### src/rtl/gdrc_pkg.sv
// shared types and constants of the grid ray caster
package gdrc_pkg;

  localparam int DIST_W = 20;
  localparam logic [DIST_W-1:0] DIST_MAX = '1;

  localparam int DIV_N_W = 48;
  localparam int DIV_D_W = 32;
  localparam int ROOT_W = 24;

  // which scaled length the setup loop is working on
  localparam logic [1:0] LEN_DLX = 2'd0;
  localparam logic [1:0] LEN_DLY = 2'd1;
  localparam logic [1:0] LEN_SDX = 2'd2;
  localparam logic [1:0] LEN_SDY = 2'd3;

  // register indexes on the configuration port
  localparam logic REG_CELL_WIDTH = 1'b0;
  localparam logic REG_CELL_HEIGHT = 1'b1;

  typedef enum logic [4:0] {
    ST_CLEAR,
    ST_IDLE,
    ST_SQX,
    ST_SQY,
    ST_M2,
    ST_MODX,
    ST_MODXW,
    ST_MODY,
    ST_MODYW,
    ST_LEN,
    ST_KK,
    ST_NUM,
    ST_DIV,
    ST_DIVW,
    ST_SQRTW,
    ST_RD,
    ST_TEST,
    ST_DONE
  } state_t;

  // handshake between the sequencer and an iterative unit
  typedef struct packed {
    logic start;
  } unit_ctl_t;

  typedef struct packed {
    logic busy;
    logic done;
  } unit_sts_t;

endpackage

### src/rtl/grid_dda_ray_caster.sv
// grid ray caster top level: sequencer, shared multiplier, wall map and walk
// a map write is done at acceptance; a cast squares the direction, does two divides for the
// offsets in the start cell, then multiplies, a divide and a square root per scaled length with a
// nonzero component (a zero one is set to the maximum), reads the wall map once per cell visited
// and loads the result; one item at a time, the next accepted once the result is in the
// output register; rst is synchronous, then a pass clears every map cell, no item accepted
module grid_dda_ray_caster #(
  parameter int MAP_COLS = 32,
  parameter int MAP_ROWS = 32,
  parameter int MAX_STEPS = 64
) (
  input  logic        clk,
  input  logic        rst,
  // apb configuration port
  input  logic        psel,
  input  logic        penable,
  input  logic        pwrite,
  input  logic [2:0]  paddr,
  input  logic [31:0] pwdata,
  output logic [31:0] prdata,
  output logic        pready,
  // input items
  input  logic        s_tvalid,
  output logic        s_tready,
  // map_index[9:0] wall_bit[10] pos_x[26:11] pos_y[42:27] start_col[47:43]
  // start_row[52:48] dir_x[68:53] dir_y[84:69] zero[87:85]
  input  logic [87:0] s_tdata,
  // op[0]
  input  logic        s_tuser,
  // result items
  output logic        m_tvalid,
  input  logic        m_tready,
  // hit[0] hit_col[5:1] hit_row[10:6] hit_distance[30:11] crossed_x_side[31]
  output logic [31:0] m_tdata
);
  import gdrc_pkg::*;

  localparam int CELLS = MAP_COLS * MAP_ROWS;
  localparam int AW = $clog2(CELLS);
  localparam int CW = $clog2(MAP_COLS);
  localparam int RW = $clog2(MAP_ROWS);
  localparam int SW = $clog2(MAX_STEPS + 1);
  localparam logic [CW-1:0] COL_LAST = CW'(MAP_COLS - 1);
  localparam logic [RW-1:0] ROW_LAST = RW'(MAP_ROWS - 1);
  localparam logic [AW-1:0] CLR_LAST = AW'(CELLS - 1);

  // input fields
  logic        in_op;
  logic [9:0]  in_map_index;
  logic        in_wall_bit;
  logic [15:0] in_pos_x;
  logic [15:0] in_pos_y;
  logic [4:0]  in_start_col;
  logic [4:0]  in_start_row;
  logic [15:0] in_dir_x;
  logic [15:0] in_dir_y;

  assign in_op = s_tuser;
  assign in_map_index = s_tdata[9:0];
  assign in_wall_bit = s_tdata[10];
  assign in_pos_x = s_tdata[26:11];
  assign in_pos_y = s_tdata[42:27];
  assign in_start_col = s_tdata[47:43];
  assign in_start_row = s_tdata[52:48];
  assign in_dir_x = s_tdata[68:53];
  assign in_dir_y = s_tdata[84:69];

  state_t state, state_next;

  logic [7:0]  cell_width;
  logic [7:0]  cell_height;
  logic [7:0]  wdata8;

  // cast registers
  logic [15:0] px, py;
  logic [15:0] ax, ay;
  logic        negx, negy;
  logic        in_range;
  logic [4:0]  start_col_q, start_row_q;
  logic [CW-1:0] col;
  logic [RW-1:0] row;
  logic [31:0] m2;
  logic [7:0]  sx, sy;
  logic [47:0] prod;
  logic [47:0] num;
  logic [1:0]  len_sel;
  logic [DIST_W-1:0] dlx, dly, sdx, sdy;
  logic [DIST_W-1:0] lastx, lasty;
  logic        anyx, anyy;
  logic        hit_q;
  logic [SW-1:0] steps;
  logic [AW-1:0] clr_cnt;

  // shared multiplier operands
  logic [31:0] mul_a;
  logic [15:0] mul_b;
  logic [47:0] mul_p;

  // iterative units
  unit_ctl_t div_ctl, sqrt_ctl;
  unit_sts_t div_sts, sqrt_sts;
  logic [DIV_N_W-1:0] div_dividend;
  logic [DIV_D_W-1:0] div_divisor;
  logic [DIV_N_W-1:0] div_quot;
  logic [DIV_D_W-1:0] div_rem;
  logic [ROOT_W-1:0]  sqrt_root;

  // wall map
  logic          map [CELLS];
  logic          map_we;
  logic [AW-1:0] map_waddr;
  logic          map_wbit;
  logic [AW-1:0] map_raddr;
  logic          map_rbit;
  logic [31:0]   raddr_full;
  logic [31:0]   widx_ext;
  logic          widx_ok;

  // length loop selection
  logic [7:0]  len_k;
  logic [15:0] len_a;
  logic [DIST_W-1:0] root_sat;

  // walk decisions
  logic stepx, leaves, walk_stop;
  logic [DIST_W:0] sumx, sumy;
  logic [DIST_W-1:0] nsdx, nsdy;

  // result
  logic [DIST_W-1:0] res_dist;
  logic        res_side;
  logic [4:0]  res_col, res_row;
  logic [31:0] col_ext, row_ext;
  logic [31:0] scol_ext, srow_ext;
  logic        in_start_ok;

  logic s_acc, cfg_wr;

  assign s_acc = s_tvalid && s_tready;
  assign cfg_wr = psel && penable && pwrite && pready;

  // configuration registers
  assign pready = 1'b1;
  assign wdata8 = (pwdata[7:0] == 8'd0) ? 8'd1 : pwdata[7:0];
  assign prdata = (paddr[2] == REG_CELL_HEIGHT) ? {24'd0, cell_height} : {24'd0, cell_width};

  always_ff @(posedge clk) begin
    if (rst) begin
      cell_width <= 8'd64;
      cell_height <= 8'd64;
    end else if (cfg_wr) begin
      if (paddr[2] == REG_CELL_WIDTH) begin
        cell_width <= wdata8;
      end else begin
        cell_height <= wdata8;
      end
    end
  end

  // operand selection for the current scaled length
  always_comb begin
    case (len_sel)
      LEN_DLX: begin
        len_k = cell_width;
        len_a = ax;
      end
      LEN_DLY: begin
        len_k = cell_height;
        len_a = ay;
      end
      LEN_SDX: begin
        len_k = sx;
        len_a = ax;
      end
      LEN_SDY: begin
        len_k = sy;
        len_a = ay;
      end
      default: begin
        len_k = cell_width;
        len_a = ax;
      end
    endcase
  end

  assign root_sat = (sqrt_root > ROOT_W'(DIST_MAX)) ? DIST_MAX : sqrt_root[DIST_W-1:0];

  // shared multiplier, result registered in prod
  assign mul_p = mul_a * mul_b;

  // map addressing
  assign raddr_full = 32'(row) * 32'(MAP_COLS) + 32'(col);
  assign map_raddr = raddr_full[AW-1:0];
  assign widx_ext = 32'(in_map_index);
  assign widx_ok = widx_ext < 32'(CELLS);
  assign scol_ext = 32'(in_start_col);
  assign srow_ext = 32'(in_start_row);
  assign in_start_ok = (scol_ext < 32'(MAP_COLS)) && (srow_ext < 32'(MAP_ROWS));

  always_ff @(posedge clk) begin
    if (map_we) begin
      map[map_waddr] <= map_wbit;
    end
    map_rbit <= map[map_raddr];
  end

  // walk step decision
  always_comb begin
    stepx = (ax != 16'd0) && ((ay == 16'd0) || (sdx <= sdy));
    if (stepx) begin
      leaves = negx ? (col == '0) : (col == COL_LAST);
    end else begin
      leaves = negy ? (row == '0) : (row == ROW_LAST);
    end
    walk_stop = map_rbit || (steps >= SW'(MAX_STEPS)) ||
                ((ax == 16'd0) && (ay == 16'd0)) || leaves;
    sumx = {1'b0, sdx} + {1'b0, dlx};
    sumy = {1'b0, sdy} + {1'b0, dly};
    nsdx = sumx[DIST_W] ? DIST_MAX : sumx[DIST_W-1:0];
    nsdy = sumy[DIST_W] ? DIST_MAX : sumy[DIST_W-1:0];
  end

  // result selection
  always_comb begin
    col_ext = 32'(col);
    row_ext = 32'(row);
    res_col = in_range ? col_ext[4:0] : start_col_q;
    res_row = in_range ? row_ext[4:0] : start_row_q;
    if (anyx && (!anyy || (lastx > lasty))) begin
      res_dist = lastx;
      res_side = 1'b1;
    end else if (anyy) begin
      res_dist = lasty;
      res_side = 1'b0;
    end else begin
      res_dist = '0;
      res_side = 1'b0;
    end
  end

  // next state
  always_comb begin
    state_next = state;
    case (state)
      ST_CLEAR: if (clr_cnt == CLR_LAST) state_next = ST_IDLE;
      ST_IDLE: begin
        if (s_acc && in_op) begin
          state_next = in_start_ok ? ST_SQX : ST_DONE;
        end
      end
      ST_SQX: state_next = ST_SQY;
      ST_SQY: state_next = ST_M2;
      ST_M2: state_next = ST_MODX;
      ST_MODX: state_next = ST_MODXW;
      ST_MODXW: if (div_sts.done) state_next = ST_MODY;
      ST_MODY: state_next = ST_MODYW;
      ST_MODYW: if (div_sts.done) state_next = ST_LEN;
      ST_LEN: begin
        if (len_a != 16'd0) begin
          state_next = ST_KK;
        end else if (len_sel == LEN_SDY) begin
          state_next = ST_RD;
        end
      end
      ST_KK: state_next = ST_NUM;
      ST_NUM: state_next = ST_DIV;
      ST_DIV: state_next = ST_DIVW;
      ST_DIVW: if (div_sts.done) state_next = ST_SQRTW;
      ST_SQRTW: begin
        if (sqrt_sts.done) begin
          state_next = (len_sel == LEN_SDY) ? ST_RD : ST_LEN;
        end
      end
      ST_RD: state_next = ST_TEST;
      ST_TEST: state_next = walk_stop ? ST_DONE : ST_RD;
      ST_DONE: if (!m_tvalid || m_tready) state_next = ST_IDLE;
      default: state_next = ST_IDLE;
    endcase
  end

  // control outputs
  always_comb begin
    s_tready = 1'b0;
    div_ctl.start = 1'b0;
    sqrt_ctl.start = 1'b0;
    div_dividend = 48'(px);
    div_divisor = 32'(cell_width);
    mul_a = 32'(ax);
    mul_b = ax;
    map_we = 1'b0;
    map_waddr = clr_cnt;
    map_wbit = 1'b0;
    case (state)
      ST_CLEAR: begin
        map_we = 1'b1;
      end
      ST_IDLE: begin
        s_tready = 1'b1;
        map_waddr = widx_ext[AW-1:0];
        map_wbit = in_wall_bit;
        map_we = s_acc && !in_op && widx_ok;
      end
      ST_SQY: begin
        mul_a = 32'(ay);
        mul_b = ay;
      end
      ST_MODX: begin
        div_ctl.start = 1'b1;
      end
      ST_MODY: begin
        div_ctl.start = 1'b1;
        div_dividend = 48'(py);
        div_divisor = 32'(cell_height);
      end
      ST_LEN: begin
        mul_a = 32'(len_k);
        mul_b = 16'(len_k);
      end
      ST_KK: begin
        mul_a = m2;
        mul_b = prod[15:0];
      end
      ST_NUM: begin
        mul_a = 32'(len_a);
        mul_b = len_a;
      end
      ST_DIV: begin
        div_ctl.start = 1'b1;
        div_dividend = num;
        div_divisor = prod[31:0];
      end
      ST_DIVW: begin
        sqrt_ctl.start = div_sts.done;
      end
      default: begin
      end
    endcase
  end

  // state register
  always_ff @(posedge clk) begin
    if (rst) begin
      state <= ST_CLEAR;
      clr_cnt <= '0;
      m_tvalid <= 1'b0;
    end else begin
      state <= state_next;
      if (state == ST_CLEAR) begin
        clr_cnt <= clr_cnt + 1'b1;
      end
      if (state == ST_DONE && (!m_tvalid || m_tready)) begin
        m_tvalid <= 1'b1;
      end else if (m_tready) begin
        m_tvalid <= 1'b0;
      end
    end
  end

  // cast datapath
  always_ff @(posedge clk) begin
    case (state)
      ST_IDLE: begin
        if (s_acc && in_op) begin
          px <= in_pos_x;
          py <= in_pos_y;
          negx <= in_dir_x[15];
          negy <= in_dir_y[15];
          ax <= in_dir_x[15] ? (16'd0 - in_dir_x) : in_dir_x;
          ay <= in_dir_y[15] ? (16'd0 - in_dir_y) : in_dir_y;
          start_col_q <= in_start_col;
          start_row_q <= in_start_row;
          col <= scol_ext[CW-1:0];
          row <= srow_ext[RW-1:0];
          in_range <= in_start_ok;
          anyx <= 1'b0;
          anyy <= 1'b0;
          lastx <= '0;
          lasty <= '0;
          hit_q <= 1'b0;
          steps <= '0;
          len_sel <= LEN_DLX;
        end
      end
      ST_SQX: prod <= mul_p;
      ST_SQY: begin
        m2 <= prod[31:0];
        prod <= mul_p;
      end
      ST_M2: m2 <= m2 + prod[31:0];
      ST_MODXW: begin
        if (div_sts.done) begin
          sx <= negx ? div_rem[7:0] : (cell_width - div_rem[7:0]);
        end
      end
      ST_MODYW: begin
        if (div_sts.done) begin
          sy <= negy ? div_rem[7:0] : (cell_height - div_rem[7:0]);
        end
      end
      ST_LEN: begin
        prod <= mul_p;
        if (len_a == 16'd0) begin
          case (len_sel)
            LEN_DLX: dlx <= DIST_MAX;
            LEN_DLY: dly <= DIST_MAX;
            LEN_SDX: sdx <= DIST_MAX;
            default: sdy <= DIST_MAX;
          endcase
          len_sel <= len_sel + 1'b1;
        end
      end
      ST_KK: prod <= mul_p;
      ST_NUM: begin
        num <= prod;
        prod <= mul_p;
      end
      ST_SQRTW: begin
        if (sqrt_sts.done) begin
          case (len_sel)
            LEN_DLX: dlx <= root_sat;
            LEN_DLY: dly <= root_sat;
            LEN_SDX: sdx <= root_sat;
            default: sdy <= root_sat;
          endcase
          len_sel <= len_sel + 1'b1;
        end
      end
      ST_TEST: begin
        if (map_rbit) begin
          hit_q <= 1'b1;
        end else if (!walk_stop) begin
          steps <= steps + 1'b1;
          if (stepx) begin
            col <= negx ? (col - 1'b1) : (col + 1'b1);
            lastx <= sdx;
            anyx <= 1'b1;
            sdx <= nsdx;
          end else begin
            row <= negy ? (row - 1'b1) : (row + 1'b1);
            lasty <= sdy;
            anyy <= 1'b1;
            sdy <= nsdy;
          end
        end
      end
      default: begin
      end
    endcase
  end

  // output register
  always_ff @(posedge clk) begin
    if (state == ST_DONE && (!m_tvalid || m_tready)) begin
      m_tdata <= {res_side, res_dist, res_row, res_col, hit_q};
    end
  end

  gdrc_div u_div (
    .clk      (clk),
    .rst      (rst),
    .ctl      (div_ctl),
    .dividend (div_dividend),
    .divisor  (div_divisor),
    .sts      (div_sts),
    .quot     (div_quot),
    .rem      (div_rem)
  );

  gdrc_sqrt u_sqrt (
    .clk   (clk),
    .rst   (rst),
    .ctl   (sqrt_ctl),
    .value (div_quot),
    .sts   (sqrt_sts),
    .root  (sqrt_root)
  );

`ifndef SYNTH
  a_steps_bounded: assert property (@(posedge clk) disable iff (rst)
    (state == ST_RD || state == ST_TEST) |-> (steps <= SW'(MAX_STEPS)))
    else $error("step count beyond limit");

  a_walk_in_map: assert property (@(posedge clk) disable iff (rst)
    (state == ST_TEST) |-> ((32'(col) < 32'(MAP_COLS)) && (32'(row) < 32'(MAP_ROWS))))
    else $error("walk left the map");

  a_div_done_expected: assert property (@(posedge clk) disable iff (rst)
    div_sts.done |-> (state == ST_MODXW || state == ST_MODYW || state == ST_DIVW))
    else $error("divider finished outside a wait state");

  a_result_from_done: assert property (@(posedge clk) disable iff (rst)
    $rose(m_tvalid) |-> ($past(state) == ST_DONE))
    else $error("result loaded outside done state");
`endif

endmodule

### src/rtl/gdrc_div.sv
// iterative restoring divider, one quotient bit per cycle
module gdrc_div (
  input  logic                           clk,
  input  logic                           rst,
  input  gdrc_pkg::unit_ctl_t            ctl,
  input  logic [gdrc_pkg::DIV_N_W-1:0]   dividend,
  input  logic [gdrc_pkg::DIV_D_W-1:0]   divisor,
  output gdrc_pkg::unit_sts_t            sts,
  output logic [gdrc_pkg::DIV_N_W-1:0]   quot,
  output logic [gdrc_pkg::DIV_D_W-1:0]   rem
);
  import gdrc_pkg::*;

  localparam int CNT_W = $clog2(DIV_N_W + 1);

  logic [CNT_W-1:0]   cnt;
  logic [DIV_D_W-1:0] dvs;
  logic [DIV_D_W:0]   shifted;
  logic [DIV_D_W:0]   diff;
  logic               busy;
  logic               done;

  // trial subtract of the divisor from the shifted remainder
  always_comb begin
    shifted = {rem, quot[DIV_N_W-1]};
    diff = shifted - {1'b0, dvs};
  end

  always_ff @(posedge clk) begin
    if (rst) begin
      busy <= 1'b0;
      done <= 1'b0;
      cnt <= '0;
    end else begin
      done <= 1'b0;
      if (ctl.start) begin
        busy <= 1'b1;
        cnt <= CNT_W'(DIV_N_W);
      end else if (busy) begin
        cnt <= cnt - 1'b1;
        if (cnt == CNT_W'(1)) begin
          busy <= 1'b0;
          done <= 1'b1;
        end
      end
    end
  end

  // datapath
  always_ff @(posedge clk) begin
    if (ctl.start) begin
      quot <= dividend;
      rem <= '0;
      dvs <= divisor;
    end else if (busy) begin
      if (!diff[DIV_D_W]) begin
        rem <= diff[DIV_D_W-1:0];
        quot <= {quot[DIV_N_W-2:0], 1'b1};
      end else begin
        rem <= shifted[DIV_D_W-1:0];
        quot <= {quot[DIV_N_W-2:0], 1'b0};
      end
    end
  end

  assign sts.busy = busy;
  assign sts.done = done;

endmodule

### src/rtl/gdrc_sqrt.sv
// iterative integer square root, one root bit per cycle
module gdrc_sqrt (
  input  logic                          clk,
  input  logic                          rst,
  input  gdrc_pkg::unit_ctl_t           ctl,
  input  logic [gdrc_pkg::DIV_N_W-1:0]  value,
  output gdrc_pkg::unit_sts_t           sts,
  output logic [gdrc_pkg::ROOT_W-1:0]   root
);
  import gdrc_pkg::*;

  localparam int CNT_W = $clog2(ROOT_W + 1);
  localparam int REM_W = ROOT_W + 2;

  logic [CNT_W-1:0]   cnt;
  logic [DIV_N_W-1:0] src;
  logic [REM_W-1:0]   rem;
  logic [REM_W+1:0]   rem2;
  logic [REM_W+1:0]   trial;
  logic [REM_W+1:0]   diff;
  logic               busy;
  logic               done;

  // bring down two bits and try the next root bit
  always_comb begin
    rem2 = {rem, src[DIV_N_W-1 -: 2]};
    trial = {2'b00, root, 2'b01};
    diff = rem2 - trial;
  end

  always_ff @(posedge clk) begin
    if (rst) begin
      busy <= 1'b0;
      done <= 1'b0;
      cnt <= '0;
    end else begin
      done <= 1'b0;
      if (ctl.start) begin
        busy <= 1'b1;
        cnt <= CNT_W'(ROOT_W);
      end else if (busy) begin
        cnt <= cnt - 1'b1;
        if (cnt == CNT_W'(1)) begin
          busy <= 1'b0;
          done <= 1'b1;
        end
      end
    end
  end

  // datapath
  always_ff @(posedge clk) begin
    if (ctl.start) begin
      src <= value;
      rem <= '0;
      root <= '0;
    end else if (busy) begin
      src <= {src[DIV_N_W-3:0], 2'b00};
      if (rem2 >= trial) begin
        rem <= diff[REM_W-1:0];
        root <= {root[ROOT_W-2:0], 1'b1};
      end else begin
        rem <= rem2[REM_W-1:0];
        root <= {root[ROOT_W-2:0], 1'b0};
      end
    end
  end

  assign sts.busy = busy;
  assign sts.done = done;

endmodule

### config.mk
export PLATFORM = sky130hd
export DESIGN_NAME = grid_dda_ray_caster
export DESIGN_NICKNAME = d
export VERILOG_FILES = /design/src/rtl/gdrc_pkg.sv /design/src/rtl/grid_dda_ray_caster.sv /design/src/rtl/gdrc_div.sv /design/src/rtl/gdrc_sqrt.sv
export SDC_FILE = /design/constraint.sdc
export NUM_CORES = 2
export LEC_CHECK = 0
export BUFFER_PORTS_ARGS = -buffer_cell sky130_fd_sc_hd__buf_2
export CORE_MARGIN = 4
export CORE_UTILIZATION = 60
export DETAILED_ROUTE_END_ITERATION = 7
export GPL_TIMING_DRIVEN = 0
export PLACE_DENSITY = 0.75
export SLEW_MARGIN = 5
export SYNTH_ARGS = -nofsm -noshare
export SYNTH_HDL_FRONTEND = slang
export SYNTH_SLANG_ARGS = --single-unit
### constraint.sdc
create_clock -name clk -period 32.9 [get_ports clk]
set_clock_uncertainty 0.05 [all_clocks]
set_input_delay 0 -clock clk [delete_from_list [all_inputs] [get_ports clk]]
set_output_delay 0 -clock clk [all_outputs]
set_load 0.01 [all_outputs]
== After elaboration in Yosys (flattened, before gate mapping) ==
Memories as Yosys holds them, arrays and structs flattened. A register that Yosys moved wholly into a read port is not among the register bits.
Cells that the tools add are included.
Word-level totals
  flip-flop bits (word level): 652
  bits in writable memories: 1024
  bits of input ports: 131
  output and inout bits: 67
  logic and storage cells: 323
  memories kept: 1
Memories
  map: depth 1024, bits a word 1, read ports 1, clocked after Yosys merged registers in 1, write ports 1, RTL line grid_dda_ray_caster.sv:109  | logic map [CELLS];
Cells by class
  add/subtract/negate cells: 19
  $mul: 1
  order comparisons: 8
  equality and inequality tests: 47
  multiplexer cells: 133
  bitwise logic cells: 3
  reductions and logical operators: 62
Operators by type and width (count)
  2-to-1 mux 20 bit: 34
  2-to-1 mux 48 bit: 4
  one-hot mux 20 bit (2 select lines): 4
  one-hot mux 32 bit (2 select lines): 2
  one-hot mux 32 bit (4 select lines): 1
  2-to-1 mux 5 bit: 25
  one-hot mux 20 bit (3 select lines): 2
  one-hot mux 48 bit (2 select lines): 1
  one-hot mux 5 bit (18 select lines): 1
  one-hot mux 16 bit (4 select lines): 1
  zero test 16 bit: 3
  multiplier 32 x 16 -> 48 bit: 1
  adder 20 x 20 -> 21 bit: 2
  equality test 5 x 4 -> 1 bit, second input constant: 8
  subtractor 33 x 32 -> 33 bit: 1
  adder 32 bit: 1
  2-to-1 mux 32 bit: 1
  2-to-1 mux 8 bit: 4
  != test 2 bit, second input constant: 16
  one-hot mux 16 bit (2 select lines): 1
  one-hot mux 8 bit (4 select lines): 1
  nonzero test 16 bit: 2
  subtractor 1 x 16 -> 16 bit, first input constant: 2
  2-to-1 mux 1 bit: 30
  54 further kinds: 125

== Depth between registers and ports, before layout ==
  depth after elaboration: 8
  gate-level depth with buffers: 34
  gate-level depth less buffers: 32

== Cells and area by module ==
Synthesis repeated with hierarchy kept, for this count alone.
Unflattened totals
  cell total of the unflattened synthesis: 8263
  area total of the unflattened synthesis: 95965.8 sq um
By module, submodules not included
  grid_dda_ray_caster: instances 1, cells an instance 7062, area each 83443.8 sq um
  gdrc_div: instances 1, cells an instance 632, area each 6688.9 sq um
  gdrc_sqrt: instances 1, cells an instance 569, area each 5833.1 sq um

== Worst setup path before layout ==
No wires, ideal clock.
  path type: reg2reg
  start: reg state[2]
  end: mem map[0] (data pin)
  setup time: 2.887 ns
  arrival: 14.217 ns
  path slack: 15.746 ns
  cell stages (with the launch flop): 6
  buffers on the path: 1
  period minus slack after synthesis: 17.154 ns
  path through: dfxtp_1 -> nor2_1 -> nand3_1 -> inv_1 -> buf_2 -> and2_1
On the way
  word-level cells in the longest chain between the ends: 2
RTL lines
  start: declaration: RTL line grid_dda_ray_caster.sv:68  | state_t state, state_next;
  start signal: assignment: RTL line grid_dda_ray_caster.sv:347  | state <= state_next;
  equality test 5 x 1 -> 1 bit: RTL line grid_dda_ray_caster.sv:293  | case (state)
  2-to-1 mux 1 bit: RTL line grid_dda_ray_caster.sv:293
  via map_wbit: RTL line grid_dda_ray_caster.sv:112  | logic map_wbit;
  end: declaration: RTL line grid_dda_ray_caster.sv:109
The timed path passes the listed nets, and every way through them passes these cells.

== Final worst setup path ==
  start: reg len_sel[0]
  end: reg prod[47] (data pin)
On the way
  word-level cells in the longest chain between the ends: 5
  elaborated cells on any way between the ends: 11
  those cells by class: 1 x mul; 3 x eq/ne; 4 x mux; 3 x reduce/logical
RTL lines
  start: declaration: RTL line grid_dda_ray_caster.sv:86  | logic [1:0] len_sel;
  start signal: assignment: RTL line grid_dda_ray_caster.sv:409  | len_sel <= len_sel + 1'b1;
  start signal: assignment: RTL line grid_dda_ray_caster.sv:425  | len_sel <= len_sel + 1'b1;
  equality test 2 bit (tied with other cells): RTL line grid_dda_ray_caster.sv:162  | case (len_sel)
  OR reduction 2 bit (no line)
  one-hot mux 16 bit (2 select lines): RTL line grid_dda_ray_caster.sv:162
  one-hot mux 32 bit (4 select lines) or one-hot mux 16 bit (4 select lines) (tied branches): RTL line grid_dda_ray_caster.sv:293
  multiplier 32 x 16 -> 48 bit (*): RTL line grid_dda_ray_caster.sv:189  | assign mul_p = mul_a * mul_b;
  via mul_p[47]: RTL line grid_dda_ray_caster.sv:97  | logic [47:0] mul_p;
  end signal: assignment: RTL line grid_dda_ray_caster.sv:384  | ST_SQX: prod <= mul_p;
  end signal: assignment: RTL line grid_dda_ray_caster.sv:387  | prod <= mul_p;
  end signal: assignment: RTL line grid_dda_ray_caster.sv:401  | prod <= mul_p;
  end: declaration: RTL line grid_dda_ray_caster.sv:84  | logic [47:0] prod;
The timed path passes the listed nets; every way through them passes the cells marked *.
A chain may end at the register's enable or synchronous reset.

==> impl_metrics.yaml <==
clocking:
  clk_path_buf_depth: 3
  cts_resized: 0
  clkTransAtPathRegs_ps: 60
  clkLatencyLatePin_ps: 850
  cts.sinks: 1666
  clockRootBuffer: "clkbuf_16"
  cts_setup_buffers: 0
  htreeDepth: 4
  cts_buffers: 170
  cts_tree: "done"
synth:
  synthMuxAreaShare: 0.0822
  synthArstFlopShare: 0
  synth_cell_type_count: 90
  synth-simple-area-share: 0.129
  syn-mean-instance-area_sq_um: 11.5
  synth_top_family_by_area: "adder cells"
  yosysTopAreaCell: "edfxtp_1"
  yosys_warnings: 0
  synthAdderAreaFrac: 0.132
  synthCells: 8254
  synth-xor-area-share: 0.0188
  synth_ff_type: "edfxtp_1"
  synth_seq_area_share: 0.513
  synth_compound_area_frac: 0.0735
  ys_top_cells_by_area: "edfxtp_1, fa_1, mux4_2"
  netlist_area_sq_um: 94900
  synth_edf_count: 1536
  synth_top_area_frac: 0.486
  ys_seq_elements: 1666
floorplan:
  die_h_um: 406
  fp.dieW_um: 406
  start_util: 0.605
  fp-row-count: 145
  core-area_sq_um: 157000
  die-area_sq_um: 165000
  ios: 198
worst_setup_path:
  crit_required_ps: 33410
  startpoint_type: "flip-flop"
  cp_common_cell: "fa_1"
  slowest_delay_ps: 1060
  worstSetupEndpointType: "flip-flop"
  path_delay_family: "adder cells"
  worstSetupPathType: "flip-flop to flip-flop"
  cp_num_buf_inv: 5
  worst_path_max_delay_cell: "nor2_1"
  path_max_fanout: 10
  critPathArrivalTime_ps: 11960
global_routing:
  grt_pass1_vias: 69100
  grtUsageTotal: 0.367
  grt_pass1_wl_um: 441000
  grt_max_degree: 108
  gr-total-overflow: 0
  antenna_found_initial: 29
sta:
  tightestPinTransition_ps: 1570
  setup_tns_ps: 0
  rsz0062_at_grt: "false"
  hold_viol: 0
  relSlewSlack: -0.0441
  setup_viol_count_final: 0
  fin_crit_sh: 0.348
  whs_ps: 56.4
  max_freq_mhz: 87.4
  timing.final.ws_setup_ps: 21450
  min_period_ps: 11450
  drv_slew: 11
place:
  place.gp.congestion: 1.03
  port_buffers: 142
  placedCellCount: 10500
  dp_hpwl_um: 215000
  place_ws_ps: 21620
drt:
  drc_errors: 0
  wl_um: 303000
  drtPass1Iterations: 7
  via_count: 70700
  avgRoutedWirePerCell_um: 27.5
  drt_iter0_drc: 11800
  vias_per_cell: 6.41
  final_antenna_net_count: 0
pwr:
  peakVddDrop_uv: 424
  p_comb_frac: 0.550
  p_leak_nw: 38.9
  p_sw_frac: 0.448
  total_power_mw: 10.5
  power_density_nw_per_um2: 98.3
  p_sw_mw: 4.69
  seqPwrFrac: 0.265
  p_int_mw: 5.78
  p_clk_frac: 0.185
final_layout:
  seqCellArea_sq_um: 48700
  final_common_cell: "edfxtp_1"
  drive_gt1_frac: 0.0933
  nets: 9701
  mostFrequentLayoutCells: "edfxtp_1, nor2_1, nand2_1, inv_1, clkbuf_1"
  final_cells: 11000
  multiInputGateArea_sq_um: 41600
  area_growth_syn_to_layout_pct: 12.3
  num-fill-cells: 11500
status:
  outcome: "finished, violations left"
  violations: "capacitance limit, slew limit"
flow_run:
  drv_cap: 1
hold_path:
  hold_path.class: "input port to flip-flop"
==> area by class of cell <==
| cell class | instances | share of cell area |
|---|---|---|
| flip-flops and latches | 1666 | 0.457 |
| multi-input cells | 5414 | 0.390 |
| clock buffers | 218 | 0.0423 |
| repair buffers | 374 | 0.0309 |
| well taps | 2058 | 0.0242 |
| inverters | 676 | 0.0238 |
| plain buffers | 521 | 0.0213 |
| clock inverters | 85 | 0.00933 |
| diodes | 30 | 0.000705 |
==> layer usage <==
metal,vias to the layer above,global-route usage,part of all wire
li1,29900,-,-
met1,34700,0.497,0.36
met2,5144,0.541,0.43
met3,960,0.118,0.15
met4,6,0.179,0.059
met5,-,0,0.00015
==> cells in the mapped netlist, types with 24 or more instances <==
library cell,instances
a211oi_1,49
a21o_1,85
a21oi_1,274
a221oi_1,27
a22o_1,42
a31oi_1,34
and2_1,93
and3_1,28
buf_1,36
buf_2,42
buf_4,40
clkbuf_1,388
dfxtp_1,130
edfxtp_1,1536
fa_1,426
ha_1,321
inv_1,672
mux2i_1,168
mux4_2,262
nand2_1,839
nand2b_1,52
nand3_1,95
nand4_1,38
nor2_1,1500
nor2b_1,63
nor3_1,80
o211ai_1,24
o21a_1,49
o21ai_0,257
o21bai_1,25
o31ai_1,30
or3_1,27
xnor2_1,131
xor2_1,73
==> power by group through the flow <==
| stage | Sequential [mW] | Combinational (mW) | Clock, mW |
|---|---|---|---|
| after floorplan | 2.83 | 3.69 | 0 |
| after detailed placement | 2.82 | 5.58 | 0 |
| final | 2.78 | 5.76 | 1.93 |
| after global placement | 2.94 | 5.46 | 0 |
| after CTS | 2.77 | 5.64 | 1.93 |
| after global routing | 2.78 | 6.21 | 2.03 |
==> what timing repair did <==
item / 4_1_cts / 5_1_grt
hold buffers: 204 / 0
endpoints found under the setup margin: 0 / 0
endpoints found under the hold margin: 223 / 0
==> final timing paths <==
check / from / end / slack (ps) / cells after the start
setup / recovery: len_sel[0] / prod[47] / 21450 / 27
hold / removal: pwdata[4] / cell_width[4] / 60 / 4
setup reg to reg: len_sel[0] / prod[47] / 21450 / 27
hold reg to reg: prod[42] / num[42] / 370 / 0
==> cell families (layout without fill, tap and decap cells) <==
logic type      Yosys count  after routing
fa+ha+maj               747            747
xor+xnor                204            204
simple gates           2910           2910
mux                     449            449
compound gates         1079           1079
other cells               2             55
buf+inv                1197           1874
flops                  1666           1666
==> worst reg2reg max path: stages, from the launching register on <==
cell and delay, ps:
edfxtp_1 410, ha_1 390, nor2_1 130, a211oi_1 740, clkbuf_1 520, a221oi_1 190
nand2_1 160, a21oi_1 110, nor2_1 1060, clkbuf_1 800, nand2_1 160, fa_1 500
fa_1 540, inv_1 50, fa_1 500, inv_1 50, fa_1 550, fa_1 430
fa_1 490, inv_1 40, ha_1 370, nand3_1 190, or2_2 310, o21ai_0 780
or4b_2 710, a21oi_1 410, o21ai_2 190, o311a_1 380
==> registers in the layout, indices dropped and copies added, names as in the netlist, 24 cells and up <==
signal       count
map           1024
num             48
prod            48
u_div.quot      48
u_sqrt.src      48
m2              32
m_tdata         32
u_div.dvs       32
u_div.rem       32
u_sqrt.rem      26
u_sqrt.root     24
==> per-stage QoR <==
step                 util  instance area [sq um]
floorplan               -                  95000
global route        0.679                 106000
finish              0.680                 107000
global placement    0.627                  98300
detailed placement  0.631                  98900
CTS                 0.679                 106000
(Power assumes the default switching activity.)
